## config.mk

```make
export PLATFORM = sky130hd
export DESIGN_NAME = distance_filter_classifier
export DESIGN_NICKNAME = d
export VERILOG_FILES = /design/src/rtl/dfc_pkg.sv /design/src/rtl/distance_filter_classifier.sv
export VERILOG_INCLUDE_DIRS = /design/src /design/src/rtl
export SDC_FILE = /design/constraint.sdc
export NUM_CORES = 1
export LEC_CHECK = 0
export ABC_AREA = 0
export BUFFER_PORTS_ARGS = -buffer_cell sky130_fd_sc_hd__clkbuf_2
export CORE_MARGIN = 2
export CORE_UTILIZATION = 50
export DETAILED_ROUTE_END_ITERATION = 8
export PLACE_DENSITY_LB_ADDON = 0.25
export SLEW_MARGIN = 20
export SYNTH_ARGS = -nofsm -noshare
export SYNTH_HDL_FRONTEND = slang
export SYNTH_SLANG_ARGS = --single-unit
```

## constraint.sdc

```tcl
create_clock -name clk -period 6.2 [get_ports clk]
set_input_delay 0.31 -clock clk [delete_from_list [all_inputs] [get_ports clk]]
set_output_delay 0.31 -clock clk [all_outputs]
set_load 0.01 [all_outputs]
```

## src/rtl/distance_filter_classifier_defines.svh

```systemverilog
// Assertion macros shared by the range classifier.
`ifndef DISTANCE_FILTER_CLASSIFIER_DEFINES_SVH
`define DISTANCE_FILTER_CLASSIFIER_DEFINES_SVH

// Same-cycle implication, sampled on clk and held off during reset.
`define DFC_ASSERT_NOW(label, ante, cons) \
	label: assert property (@(posedge clk) disable iff (!arst_n) (ante) |-> (cons)) \
		else $error("distance_filter_classifier: assertion failed");

// Next-cycle implication, sampled on clk and held off during reset.
`define DFC_ASSERT_NEXT(label, ante, cons) \
	label: assert property (@(posedge clk) disable iff (!arst_n) (ante) |=> (cons)) \
		else $error("distance_filter_classifier: assertion failed");

`endif

```

## src/rtl/dfc_pkg.sv

```systemverilog
`timescale 1ns / 1ps

package dfc_pkg;

	// Window and field widths.
	localparam int WINDOW   = 3;
	localparam int DIST_W   = 16;
	localparam int CM_W     = 10;
	localparam int RUN_W    = 8;
	localparam int CMD_W    = 3;
	localparam int FILL_W   = $clog2(WINDOW + 1);
	localparam int IDX_W    = (WINDOW > 1) ? $clog2(WINDOW) : 1;
	localparam int SUM_W    = $clog2(WINDOW * ((1 << CM_W) - 1) + 1);
	localparam int DIV_SHIFT = 16;
	localparam int RECIP_W  = DIV_SHIFT + 1;
	localparam int RECIP_IN_W = 4;
	localparam int PROD_W   = SUM_W + RECIP_W;
	localparam int CFG_IDX_W = 3;
	localparam int CFG_DAT_W = 10;
	localparam logic [RUN_W-1:0] RUN_MAX = '1;

	// Register indexes of the configuration port.
	localparam logic [CFG_IDX_W-1:0] REG_STOP     = 3'd0;
	localparam logic [CFG_IDX_W-1:0] REG_DECEL    = 3'd1;
	localparam logic [CFG_IDX_W-1:0] REG_MAINTAIN = 3'd2;
	localparam logic [CFG_IDX_W-1:0] REG_CLAMP    = 3'd3;
	localparam logic [CFG_IDX_W-1:0] REG_FAULT    = 3'd4;

	// Command codes.
	localparam logic [CMD_W-1:0] CMD_STOP     = 3'd0;
	localparam logic [CMD_W-1:0] CMD_DECEL    = 3'd1;
	localparam logic [CMD_W-1:0] CMD_MAINTAIN = 3'd2;
	localparam logic [CMD_W-1:0] CMD_ACCEL    = 3'd3;
	localparam logic [CMD_W-1:0] CMD_FAULT    = 3'd4;

	typedef struct packed {
		logic              timed_out;
		logic [DIST_W-1:0] range_cm;
	} sample_t;

	typedef struct packed {
		logic [CMD_W-1:0] command;
		logic [CM_W-1:0]  mean_cm;
		logic             fault_flag;
	} result_t;

	// Microcode: datapath operation, jump condition, jump target, end of program.
	typedef enum logic [2:0] {
		OP_FETCH,
		OP_UPDATE,
		OP_ACC,
		OP_DIV,
		OP_EMIT
	} op_t;

	typedef enum logic [2:0] {
		JC_NEVER,
		JC_NO_INPUT,
		JC_TIMED_OUT,
		JC_ACC_MORE,
		JC_OUT_BUSY
	} jcond_t;

	localparam int STEP_W = 3;
	localparam logic [STEP_W-1:0] STEP_FETCH  = 3'd0;
	localparam logic [STEP_W-1:0] STEP_UPDATE = 3'd1;
	localparam logic [STEP_W-1:0] STEP_ACC    = 3'd2;
	localparam logic [STEP_W-1:0] STEP_DIV    = 3'd3;
	localparam logic [STEP_W-1:0] STEP_EMIT   = 3'd4;

	typedef struct packed {
		op_t               op;
		jcond_t            cond;
		logic [STEP_W-1:0] target;
		logic              last;
	} uword_t;

	// The program store.
	function automatic uword_t ucode_rom(input logic [STEP_W-1:0] step);
		uword_t w;
		case (step)
			STEP_FETCH:  w = '{op: OP_FETCH,  cond: JC_NO_INPUT,  target: STEP_FETCH,  last: 1'b0};
			STEP_UPDATE: w = '{op: OP_UPDATE, cond: JC_TIMED_OUT, target: STEP_EMIT,   last: 1'b0};
			STEP_ACC:    w = '{op: OP_ACC,    cond: JC_ACC_MORE,  target: STEP_ACC,    last: 1'b0};
			STEP_DIV:    w = '{op: OP_DIV,    cond: JC_NEVER,     target: STEP_FETCH,  last: 1'b0};
			STEP_EMIT:   w = '{op: OP_EMIT,   cond: JC_OUT_BUSY,  target: STEP_EMIT,   last: 1'b1};
			default:     w = '{op: OP_FETCH,  cond: JC_NEVER,     target: STEP_FETCH,  last: 1'b1};
		endcase
		return w;
	endfunction

	// Reciprocals ceil(2^16 / n), exact for floor division of any window sum.
	// The argument is wide enough for the largest window that the table covers.
	function automatic logic [RECIP_W-1:0] recip(input logic [RECIP_IN_W-1:0] n);
		logic [RECIP_W-1:0] r;
		case (n)
			4'd1:    r = 17'd65536;
			4'd2:    r = 17'd32768;
			4'd3:    r = 17'd21846;
			4'd4:    r = 17'd16384;
			4'd5:    r = 17'd13108;
			4'd6:    r = 17'd10923;
			4'd7:    r = 17'd9363;
			4'd8:    r = 17'd8192;
			default: r = 17'd65536;
		endcase
		return r;
	endfunction

endpackage

```

## src/rtl/distance_filter_classifier.sv

```systemverilog
`timescale 1ns / 1ps
// Range classifier: each sample word on the sample channel is either a distance or a timeout.
// A distance is clamped, kept in a three-entry ring, and the floor average of the samples
// held so far is compared with the stop, decelerate and maintain thresholds to give a
// command word. Timeouts count up a run (saturating at 255); once the run reaches the fault
// threshold a sensor-fault word with distance 0 is sent, and below it a timeout sends no
// word. A small microcoded sequencer runs each sample: after acceptance a distance goes
// through the update step, the summing step (one held sample per cycle, n samples held,
// 1 to 3), the divide step and the emit step, which loads the output register; a timeout
// goes from update straight to emit. Then the sequencer returns to fetch for the next
// sample. While the output register holds a word not yet taken, an emit step with a word
// to send waits and the sample channel waits with it. One sample is handled at a time.
// Configuration writes are always taken and should be made while the block is idle.
`include "distance_filter_classifier_defines.svh"

module distance_filter_classifier (
	input  logic                             clk,
	input  logic                             arst_n,
	input  logic                             sample_valid,
	output logic                             sample_ready,
	input  dfc_pkg::sample_t                 sample,
	output logic                             result_valid,
	input  logic                             result_ready,
	output dfc_pkg::result_t                 result,
	input  logic                             cfg_valid,
	output logic                             cfg_ready,
	input  logic [dfc_pkg::CFG_IDX_W-1:0]    cfg_index,
	input  logic [dfc_pkg::CFG_DAT_W-1:0]    cfg_data
);

	// Configuration registers.
	logic [dfc_pkg::CM_W-1:0]  stop_q, decel_q, maintain_q, clamp_q;
	logic [dfc_pkg::RUN_W-1:0] fault_q;

	// Filter state.
	logic [dfc_pkg::CM_W-1:0]   ring_q [dfc_pkg::WINDOW];
	logic [dfc_pkg::FILL_W-1:0] fill_q;
	logic [dfc_pkg::IDX_W-1:0]  slot_q;
	logic [dfc_pkg::RUN_W-1:0]  run_q;

	// Sequencer and datapath registers.
	logic [dfc_pkg::STEP_W-1:0] step_q, step_next;
	dfc_pkg::uword_t            uw;
	dfc_pkg::sample_t           in_q;
	logic [dfc_pkg::IDX_W-1:0]  acc_idx_q;
	logic [dfc_pkg::SUM_W-1:0]  sum_q;
	logic [dfc_pkg::CM_W-1:0]   avg_q;
	dfc_pkg::result_t           result_q;
	logic                       result_valid_q;

	logic                       jump;
	logic                       fault_now;
	logic                       has_result;
	logic                       out_busy;
	logic                       acc_more;
	logic [dfc_pkg::CM_W-1:0]   clamped;
	logic [dfc_pkg::PROD_W-1:0] product;
	logic [dfc_pkg::CMD_W-1:0]  cmd_class;

	assign uw = dfc_pkg::ucode_rom(step_q);

	// Status seen by the jump conditions and the emit step.
	assign fault_now  = (run_q >= fault_q);
	assign has_result = fault_now || !in_q.timed_out;
	assign out_busy   = result_valid_q && !result_ready;
	assign acc_more   = (dfc_pkg::FILL_W'(acc_idx_q) + 1'b1) < fill_q;

	// Next step: a taken condition jumps to the target, otherwise step on or go home.
	always_comb begin
		case (uw.cond)
			dfc_pkg::JC_NO_INPUT:  jump = !sample_valid;
			dfc_pkg::JC_TIMED_OUT: jump = in_q.timed_out;
			dfc_pkg::JC_ACC_MORE:  jump = acc_more;
			dfc_pkg::JC_OUT_BUSY:  jump = has_result && out_busy;
			default:               jump = 1'b0;
		endcase
		if (jump) begin
			step_next = uw.target;
		end else if (uw.last) begin
			step_next = dfc_pkg::STEP_FETCH;
		end else begin
			step_next = step_q + 1'b1;
		end
	end

	// Handshake outputs.
	always_comb begin
		sample_ready = (uw.op == dfc_pkg::OP_FETCH);
		cfg_ready    = 1'b1;
		result_valid = result_valid_q;
		result       = result_q;
	end

	// Clamp, divide by multiplying with the reciprocal, and threshold compare.
	always_comb begin
		if (in_q.range_cm > {{(dfc_pkg::DIST_W - dfc_pkg::CM_W){1'b0}}, clamp_q}) begin
			clamped = clamp_q;
		end else begin
			clamped = in_q.range_cm[dfc_pkg::CM_W-1:0];
		end
		product = {{(dfc_pkg::RECIP_W){1'b0}}, sum_q} *
			{{(dfc_pkg::SUM_W){1'b0}}, dfc_pkg::recip(dfc_pkg::RECIP_IN_W'(fill_q))};
		if (avg_q < stop_q) begin
			cmd_class = dfc_pkg::CMD_STOP;
		end else if (avg_q < decel_q) begin
			cmd_class = dfc_pkg::CMD_DECEL;
		end else if (avg_q < maintain_q) begin
			cmd_class = dfc_pkg::CMD_MAINTAIN;
		end else begin
			cmd_class = dfc_pkg::CMD_ACCEL;
		end
	end

	// Configuration writes; indexes beyond the list are ignored.
	always_ff @(posedge clk or negedge arst_n) begin
		if (!arst_n) begin
			stop_q     <= 10'd30;
			decel_q    <= 10'd80;
			maintain_q <= 10'd150;
			clamp_q    <= 10'd400;
			fault_q    <= 8'd3;
		end else if (cfg_valid && cfg_ready) begin
			case (cfg_index)
				dfc_pkg::REG_STOP:     stop_q     <= cfg_data;
				dfc_pkg::REG_DECEL:    decel_q    <= cfg_data;
				dfc_pkg::REG_MAINTAIN: maintain_q <= cfg_data;
				dfc_pkg::REG_CLAMP:    clamp_q    <= cfg_data;
				dfc_pkg::REG_FAULT:    fault_q    <= cfg_data[dfc_pkg::RUN_W-1:0];
				default: ;
			endcase
		end
	end

	// Sequencer, filter state and output register.
	always_ff @(posedge clk or negedge arst_n) begin
		if (!arst_n) begin
			step_q         <= dfc_pkg::STEP_FETCH;
			fill_q         <= '0;
			slot_q         <= '0;
			run_q          <= '0;
			result_valid_q <= 1'b0;
			for (int i = 0; i < dfc_pkg::WINDOW; i++) begin
				ring_q[i] <= '0;
			end
		end else begin
			step_q <= step_next;
			// The output register fills at the emit step and empties when its word is taken.
			if (uw.op == dfc_pkg::OP_EMIT && has_result && !out_busy) begin
				result_valid_q <= 1'b1;
			end else if (result_valid_q && result_ready) begin
				result_valid_q <= 1'b0;
			end
			case (uw.op)
				dfc_pkg::OP_UPDATE: begin
					if (in_q.timed_out) begin
						if (run_q != dfc_pkg::RUN_MAX) begin
							run_q <= run_q + 1'b1;
						end
					end else begin
						run_q          <= '0;
						ring_q[slot_q] <= clamped;
						if (slot_q == dfc_pkg::IDX_W'(dfc_pkg::WINDOW - 1)) begin
							slot_q <= '0;
						end else begin
							slot_q <= slot_q + 1'b1;
						end
						if (fill_q != dfc_pkg::FILL_W'(dfc_pkg::WINDOW)) begin
							fill_q <= fill_q + 1'b1;
						end
					end
				end
				default: ;
			endcase
		end
	end

	// Datapath registers without reset.
	always_ff @(posedge clk) begin
		case (uw.op)
			dfc_pkg::OP_FETCH: begin
				if (sample_valid) begin
					in_q <= sample;
				end
			end
			dfc_pkg::OP_UPDATE: begin
				sum_q     <= '0;
				acc_idx_q <= '0;
			end
			dfc_pkg::OP_ACC: begin
				sum_q     <= sum_q + {{(dfc_pkg::SUM_W - dfc_pkg::CM_W){1'b0}}, ring_q[acc_idx_q]};
				acc_idx_q <= acc_idx_q + 1'b1;
			end
			dfc_pkg::OP_DIV: begin
				avg_q <= product[dfc_pkg::DIV_SHIFT +: dfc_pkg::CM_W];
			end
			dfc_pkg::OP_EMIT: begin
				if (has_result && !out_busy) begin
					if (fault_now) begin
						result_q.command    <= dfc_pkg::CMD_FAULT;
						result_q.mean_cm    <= '0;
						result_q.fault_flag <= 1'b1;
					end else begin
						result_q.command    <= cmd_class;
						result_q.mean_cm    <= avg_q;
						result_q.fault_flag <= 1'b0;
					end
				end
			end
			default: ;
		endcase
	end

	// Checks on the sequencer and filter state.
	`DFC_ASSERT_NOW(a_fill_bound, 1'b1, fill_q <= dfc_pkg::FILL_W'(dfc_pkg::WINDOW))
	`DFC_ASSERT_NOW(a_slot_bound, 1'b1, slot_q < dfc_pkg::IDX_W'(dfc_pkg::WINDOW))
	`DFC_ASSERT_NEXT(a_accept_update, sample_valid && sample_ready, step_q == dfc_pkg::STEP_UPDATE)
	`DFC_ASSERT_NEXT(a_timeout_run, uw.op == dfc_pkg::OP_UPDATE && in_q.timed_out, run_q != '0)
	`DFC_ASSERT_NOW(a_fault_word, result_valid_q && result_q.fault_flag,
		result_q.command == dfc_pkg::CMD_FAULT && result_q.mean_cm == '0)

endmodule

```

==> results of run 1 <==
## per-layer routing
layer / wire length, µm / track usage (%) / vias to the layer above
met3: 698 / 3.364 / 16
met4: 212 / 4.626 / 0
met5: 0 / 0 / -
li1: - / - / 3666
met1: 10290 / 28.34 / 3465
met2: 10390 / 33.36 / 111
## layout by cell type (no fill, tap or decap), types with 5 or more instances in the layout
cell type  count
a211oi_1       5
a21o_1        15
a21oi_1       54
a31oi_1        6
and2_1        45
and3_1         6
buf_4          9
clkbuf_16     17
clkbuf_2      49
dfrtp_1       79
dfstp_2       15
edfxtp_1      55
fa_1          53
ha_1         137
inv_1        161
mux2_2        14
mux2i_1       24
nand2_1       83
nand2b_1       9
nand3_1       11
nand4_1        7
nor2_1        58
nor2b_1        7
nor3_1        11
o21a_1         8
o21ai_0       77
xnor2_1       22
xor2_1        17
## state kept, by name, summed over array words and instances (netlist names), 3 cells and up
signal,flops
ring_q,30
in_q,17
result,14
sum_q,12
avg_q,10
clamp_q,10
decel_q,10
maintain_q,10
stop_q,10
fault_q,8
run_q,8
step_q,3
## synth_stat cells, types with 17 or more instances
master / number / area, µm²
xnor2_1: 22 / 192.7
mux2i_1: 24 / 240.2
nand2_1: 83 / 311.6
o21ai_0: 78 / 390.4
edfxtp_1: 55 / 1652
and2_1: 45 / 281.5
nor2_1: 58 / 217.7
a21oi_1: 54 / 270.3
xor2_1: 17 / 148.9
dfrtp_1: 79 / 1977
fa_1: 53 / 1061
inv_1: 161 / 604.3
ha_1: 137 / 1714
## worst max path at each step
| stage | endpoint | slack (ns) |
|---|---|---|
| after floorplan | avg_q[9] | 0.83 |
| after CTS | avg_q[9] | 0.62 |
| after global placement | avg_q[9] | 0.83 |
| final | avg_q[9] | 0.60 |
| after detailed placement | avg_q[9] | 0.64 |
| after global routing | avg_q[9] | 0.22 |
## stage by stage
stage | cells | hold WS [ns] | utilization, % | area, µm² | total power [mW]
5_1_grt | 1399 | 0.04679 | 56.29 | 11870 | 7.298
3_3_place_gp | 1366 | 0.3831 | 53.49 | 11280 | 5.471
4_1_cts | 1399 | 0.05045 | 56.26 | 11860 | 6.633
2_1_floorplan | 1062 | 0.01441 | - | 10750 | 4.688
6_report | 1399 | 0.06483 | 56.29 | 11870 | 6.565
3_5_place_dp | 1366 | 0.3891 | 53.52 | 11290 | 5.581
## cell type report
cell class,instances,area [µm²]
well taps,275,344.1
inverters,161,604.3
flip-flops and latches,149,4023
repair buffers,59,322.8
clock inverters,13,133.9
multi-input cells,723,6010
clock buffers,19,432.9
fillers,1804,9218
## worst max-delay path: cells and delay by family, from the launching register on
family                   cells  cell delay (ns)
buffers and inverters        3             0.30
AO/OA/AOI/OAI                4             0.74
adder cells (fa/ha/maj)      7             3.02
flip-flops                   1             0.42
AND/OR/NAND/NOR              4             0.82
## where the power goes
group | total [mW] | internal (mW) | switching [mW] | leakage, nW
Combinational | 3.79 | 1.64 | 2.16 | 3.78
Sequential | 1.77 | 1.48 | 0.298 | 1.66
Clock | 0.998 | 0.590 | 0.408 | 0.264
## cells by family after synthesis
group / count (synthesis) / synth area share [%]
flip-flops: 149 / 37.42
adder cells (fa/ha/maj): 190 / 25.81
XOR/XNOR: 39 / 3.177
AND/OR/NAND/NOR: 262 / 12.35
AO/OA/AOI/OAI: 193 / 10.59
multiplexers: 38 / 3.701
buffers and inverters: 190 / 6.913
other: 1 / 0.03488
==> qor.csv, run 1 <==
metric,value,unit
R2R Setup Slk,0.60,ns
sequential share of the synthesized area,37.42,%
max_slew headroom,29.07,%
maximum VDD drop,281.8,µV
startpoint types,flip-flop,
Critical Path Sink Type,flip-flop,
antenna-violating nets left,0,
Worst-path clk slew,0.06,ns
routed length per instance,15.43,µm
f_max,0.1787,GHz
Iter 0 DRT Violations,405,
PnR worst setup slack,0.6025,ns
Initial Util,50.98,%
Die Ht,150.6,µm
Root Buffer Master,clkbuf_16,
DRC viols,0,
Total Neg Setup Slack,0,ns
DR vias/cell,5.188,
antenna violations before repair,0,
Worst Tran Pin Value,1.049,ns
crit path time final,5.598,ns
TritonCTS Buffers,17,
max incr delay on CP,0.55,ns
drt total wl,21.59,mm
DPL Wire Length,16.78,mm
"EDFF count, synth",55,
LEAKAGE,5.705,nW
CTS-repair resized insts,0,
Vias,7258,
hold path depth,1,
hold_sp,sample[10],
Area Overhead vs Synth,10.42,%
antenna diode count,0,
Post-Synthesis Mean Instance Area,10.12,µm²
clock skew,0.008150,ns
CP Cell Sequence,ha_1 -> and2_1 -> ha_1 -> ha_1 -> inv_1 -> fa_1 -> fa_1 -> fa_1 -> inv_1 -> ha_1 -> and3_1 -> o21ai_0 -> nand4_1 -> o21ai_0 -> buf_4 -> a31oi_1 -> nor4_1 -> a311oi_1,
Mapped Cells,1062,
GRT Total Usage,20.30,%
"Primary FF master, synth",dfrtp_1,
PortBufs,50,
status,"finished, final reports clean",
# clock sinks,149,
pre-CTS setup slack,0.6372,ns
crit path kind,flip-flop to flip-flop,
Setup crit start,fill_q[1],
Ys Warns,0,
Longest Clk Path Bufs,2,
vias in the first global route,7139,
hold endpoint,in_q[10],
crit-path max FO,23,
clk_lat worst skew,0.42,ns
RSZ-0062 raised after global routing,false,
Synth Cell Area,10750,µm²
CTS tree,yes,
Worst Hold Class,primary input to flip-flop,
"FFs w/ async S/R, synth",63.09,%
routability congestion estimate from global placement,0.8922,
worst reg-to-reg path cell count,18,
postcts setup bufs,0,
global route overflow,0,
H-Tree Depth,4,
hold_buf cts,1,
pwr dens,553.1,nW/µm²
Crit-path slowest cell,ha_1,
core area,21090,µm²
CP dominant cell by count,ha_1,
largest net degree at the start of global routing,52,
"Slew Viols, Final",0,
FF-to-FF Start,fill_q[1],
# setup viols final,0,
Synthesized Nets,1287,
Final Hold Viols,0,
NumNets Final,1336,
synth unique cells,62,
DR pass1 iterations,6,
Max Cap Viol,0,
die area,22690,µm²
Row Count,53,
Final period util,90.28,%
data arrival time of the critical path,5.74,ns
FF-to-FF End,avg_q[9],
first-pass GRT wire length,35.89,mm
die width,150.6,µm
I/O pins,52,
share of final-layout standard cells stronger than drive strength 1,11.57,%
"flops & latches, synth",149,
critical path required time,6.34,ns
(Power assumes the default switching activity.)
==> inputs of run 2 (changes only) <==
--- a/config.mk
+++ b/config.mk
@@ -12,6 +12,7 @@
 export CORE_UTILIZATION = 50
 export DETAILED_ROUTE_END_ITERATION = 8
 export PLACE_DENSITY_LB_ADDON = 0.25
+export RECOVER_POWER = 100
 export SLEW_MARGIN = 20
 export SYNTH_ARGS = -nofsm -noshare
 export SYNTH_HDL_FRONTEND = slang
==> run 2 against run 1 <==
The run now ends with max-capacitance violations, max-slew violations left. Critical endpoint unchanged. Clock power about the same. Global-route usage did not move. Routed wire length hardly changed. Sequential share of layout area grew 0.32 points.
==> qor.csv, run 2 (same netlist as run 1, synthesis figures left out) <==
metric,value,unit,change
# setup viols final,0,,unchanged
global route overflow,0,,unchanged
TritonCTS Buffers,17,,unchanged
Vias,7261,,was 7258
DR pass1 iterations,5,,was 6
crit path kind,flip-flop to flip-flop,,unchanged
Initial Util,50.98,%,unchanged
antenna diode count,0,,unchanged
"Most flops, register",ring_q,,unchanged
critical path required time,6.34,ns,about the same
hold_sp,sample[10],,unchanged
DRC viols,0,,unchanged
antenna violations before repair,0,,unchanged
Critical Path Sink Type,flip-flop,,unchanged
antenna-violating nets left,0,,unchanged
RSZ-0062 raised after global routing,false,,unchanged
Worst-path clk slew,0.06,ns,about the same
maximum VDD drop,282.1,µV,was 281.8 µV
PortBufs,50,,unchanged
Longest Clk Path Bufs,2,,unchanged
DPL Wire Length,16.78,mm,unchanged
routability congestion estimate from global placement,0.8922,,unchanged
failing checks,"max-capacitance violations, max-slew violations",,
# clock sinks,149,,unchanged
clk_lat worst skew,0.42,ns,about the same
routed length per instance,15.43,µm,about the same
status,finished with violations,,"was finished, final reports clean"
multi-input logic area,5947,µm²,was 6010 µm²
core area,21090,µm²,unchanged
CTS tree,yes,,unchanged
Worst Hold Class,primary input to flip-flop,,unchanged
"most common cell after layout, fill and taps aside",inv_1,,unchanged
FF-to-FF Start,fill_q[1],,unchanged
Root Buffer Master,clkbuf_16,,unchanged
vias in the first global route,7139,,unchanged
Total Neg Setup Slack,0,ns,unchanged
largest net degree at the start of global routing,52,,unchanged
first-pass GRT wire length,35.89,mm,unchanged
Final period util,91.07,%,was 90.28%
GRT Total Usage,20.30,%,unchanged
"Slew Viols, Final",129,,was 0
Largest register FFs,30,,unchanged
max_slew headroom,-96.02,%,was 29.07%
crit path time final,5.647,ns,was 5.598 ns
fillcell total,1837,,was 1804
share of final-layout standard cells stronger than drive strength 1,8.541,%,was 11.57%
Final Hold Slack,0.06495,ns,was 0.06483 ns
f_max,0.1771,GHz,was 0.1787 GHz
Setup crit start,fill_q[1],,unchanged
Worst Tran Pin Value,2.940,ns,was 1.049 ns
Iter 0 DRT Violations,400,,was 405
die area,22690,µm²,unchanged
clock skew,0.01047,ns,was 0.008150 ns
final design utilization,55.76,%,was 56.29%
postcts setup bufs,0,,unchanged
NumNets Final,1336,,unchanged
H-Tree Depth,4,,unchanged
pwr dens,555.8,nW/µm²,was 553.1 nW/µm²
startpoint types,flip-flop,,unchanged
DR vias/cell,5.190,,was 5.188
die width,150.6,µm,unchanged
Max Cap Viol,4,,was 0
crit-path max FO,23,,unchanged
storage element area,4023,µm²,unchanged
LEAKAGE,5.601,nW,was 5.705 nW
most frequent cells in the layout,"inv_1, ha_1, nand2_1, o21ai_0, dfrtp_1",,"was inv_1, ha_1, nand2_1, dfrtp_1, o21ai_0"
drt total wl,21.59,mm,about the same
I/O pins,52,,unchanged
Die Ht,150.6,µm,unchanged
Row Count,53,,unchanged
Final Hold Viols,0,,unchanged
data arrival time of the critical path,5.79,ns,was 5.74 ns
Area Overhead vs Synth,9.381,%,was 10.42%
==> run 2: changes by cell type in the layout (fill, tap and decap cells not counted), sizes merged <==
cell,delta
buf,-7
clkbuf,+7
==> run 2: metal layers <==
| layer | share of wire [%] | up-vias | track usage, % |
|---|---|---|---|
| met1 | 48 | 3462 | 28.34 |
| met3 | 3.6 | 16 | 3.364 |
| li1 | - | 3667 | - |
| met5 | 0 | - | 0 |
| met2 | 48 | 116 | 33.36 |
| met4 | 0.95 | 0 | 4.626 |
==> run 2: final timing paths <==
kind / slack [ns] / to / cells after the start
setup reg to reg: 0.55 / avg_q[9] / 18
max in group asynchronous: 1.46 / fault_q[5] / 3
setup / recovery: 0.55 / avg_q[9] / 18
hold reg to reg: 0.48 / ring_q[12] / 2
min in group asynchronous: 1.39 / stop_q[6] / 2
hold / removal: 0.06 / in_q[10] / 1
==> run 2: timing repair <==
item | CTS | global route
gates resized for setup | 0 | 0
endpoints found under the hold margin | 46 | 0
hold buffers | 1 | 0
==> run 2: cell type report <==
type                            count  area share (%)
Clock buffer                       19           3.682
Clock inverter                     13           1.139
Inverter                          161           5.139
Multi-Input combinational cell    723           50.57
Sequential cell                   149           34.21
Tap cell                          275           2.926
Timing Repair Buffer               59           2.330
==> run 2: through the flow <==
stage / power, mW / setup slack, ns / instances / cell area (µm²)
after floorplan: 4.688 / 0.8269 / 1062 / 10750
after global placement: 5.471 / 0.8307 / 1366 / 11280
after detailed placement: 5.581 / 0.6372 / 1366 / 11290
after CTS: 6.633 / 0.6245 / 1399 / 11860
after global routing: 7.274 / 0.1423 / 1399 / 11760
final: 6.536 / 0.5534 / 1399 / 11760
==> run 2: worst max-delay path: stages (launching register included) <==
cell and delay [ns]:
dfrtp_1 0.42, ha_1 0.56, and2_0 0.32, ha_1 0.29
ha_1 0.29, inv_1 0.09, fa_1 0.55, fa_1 0.53
fa_1 0.55, inv_1 0.04, ha_1 0.29, and3_1 0.14
o21ai_0 0.34, nand4_1 0.14, o21ai_0 0.18, buf_4 0.17
a31oi_1 0.14, nor4_1 0.25, a311oi_1 0.08
==> run 2: where the power goes <==
part	switching (mW)	internal [mW]	leakage [nW]
registers	0.296	1.48	1.66
clock network	0.407	0.590	0.264
logic	2.15	1.62	3.68
total	2.85	3.69	5.60
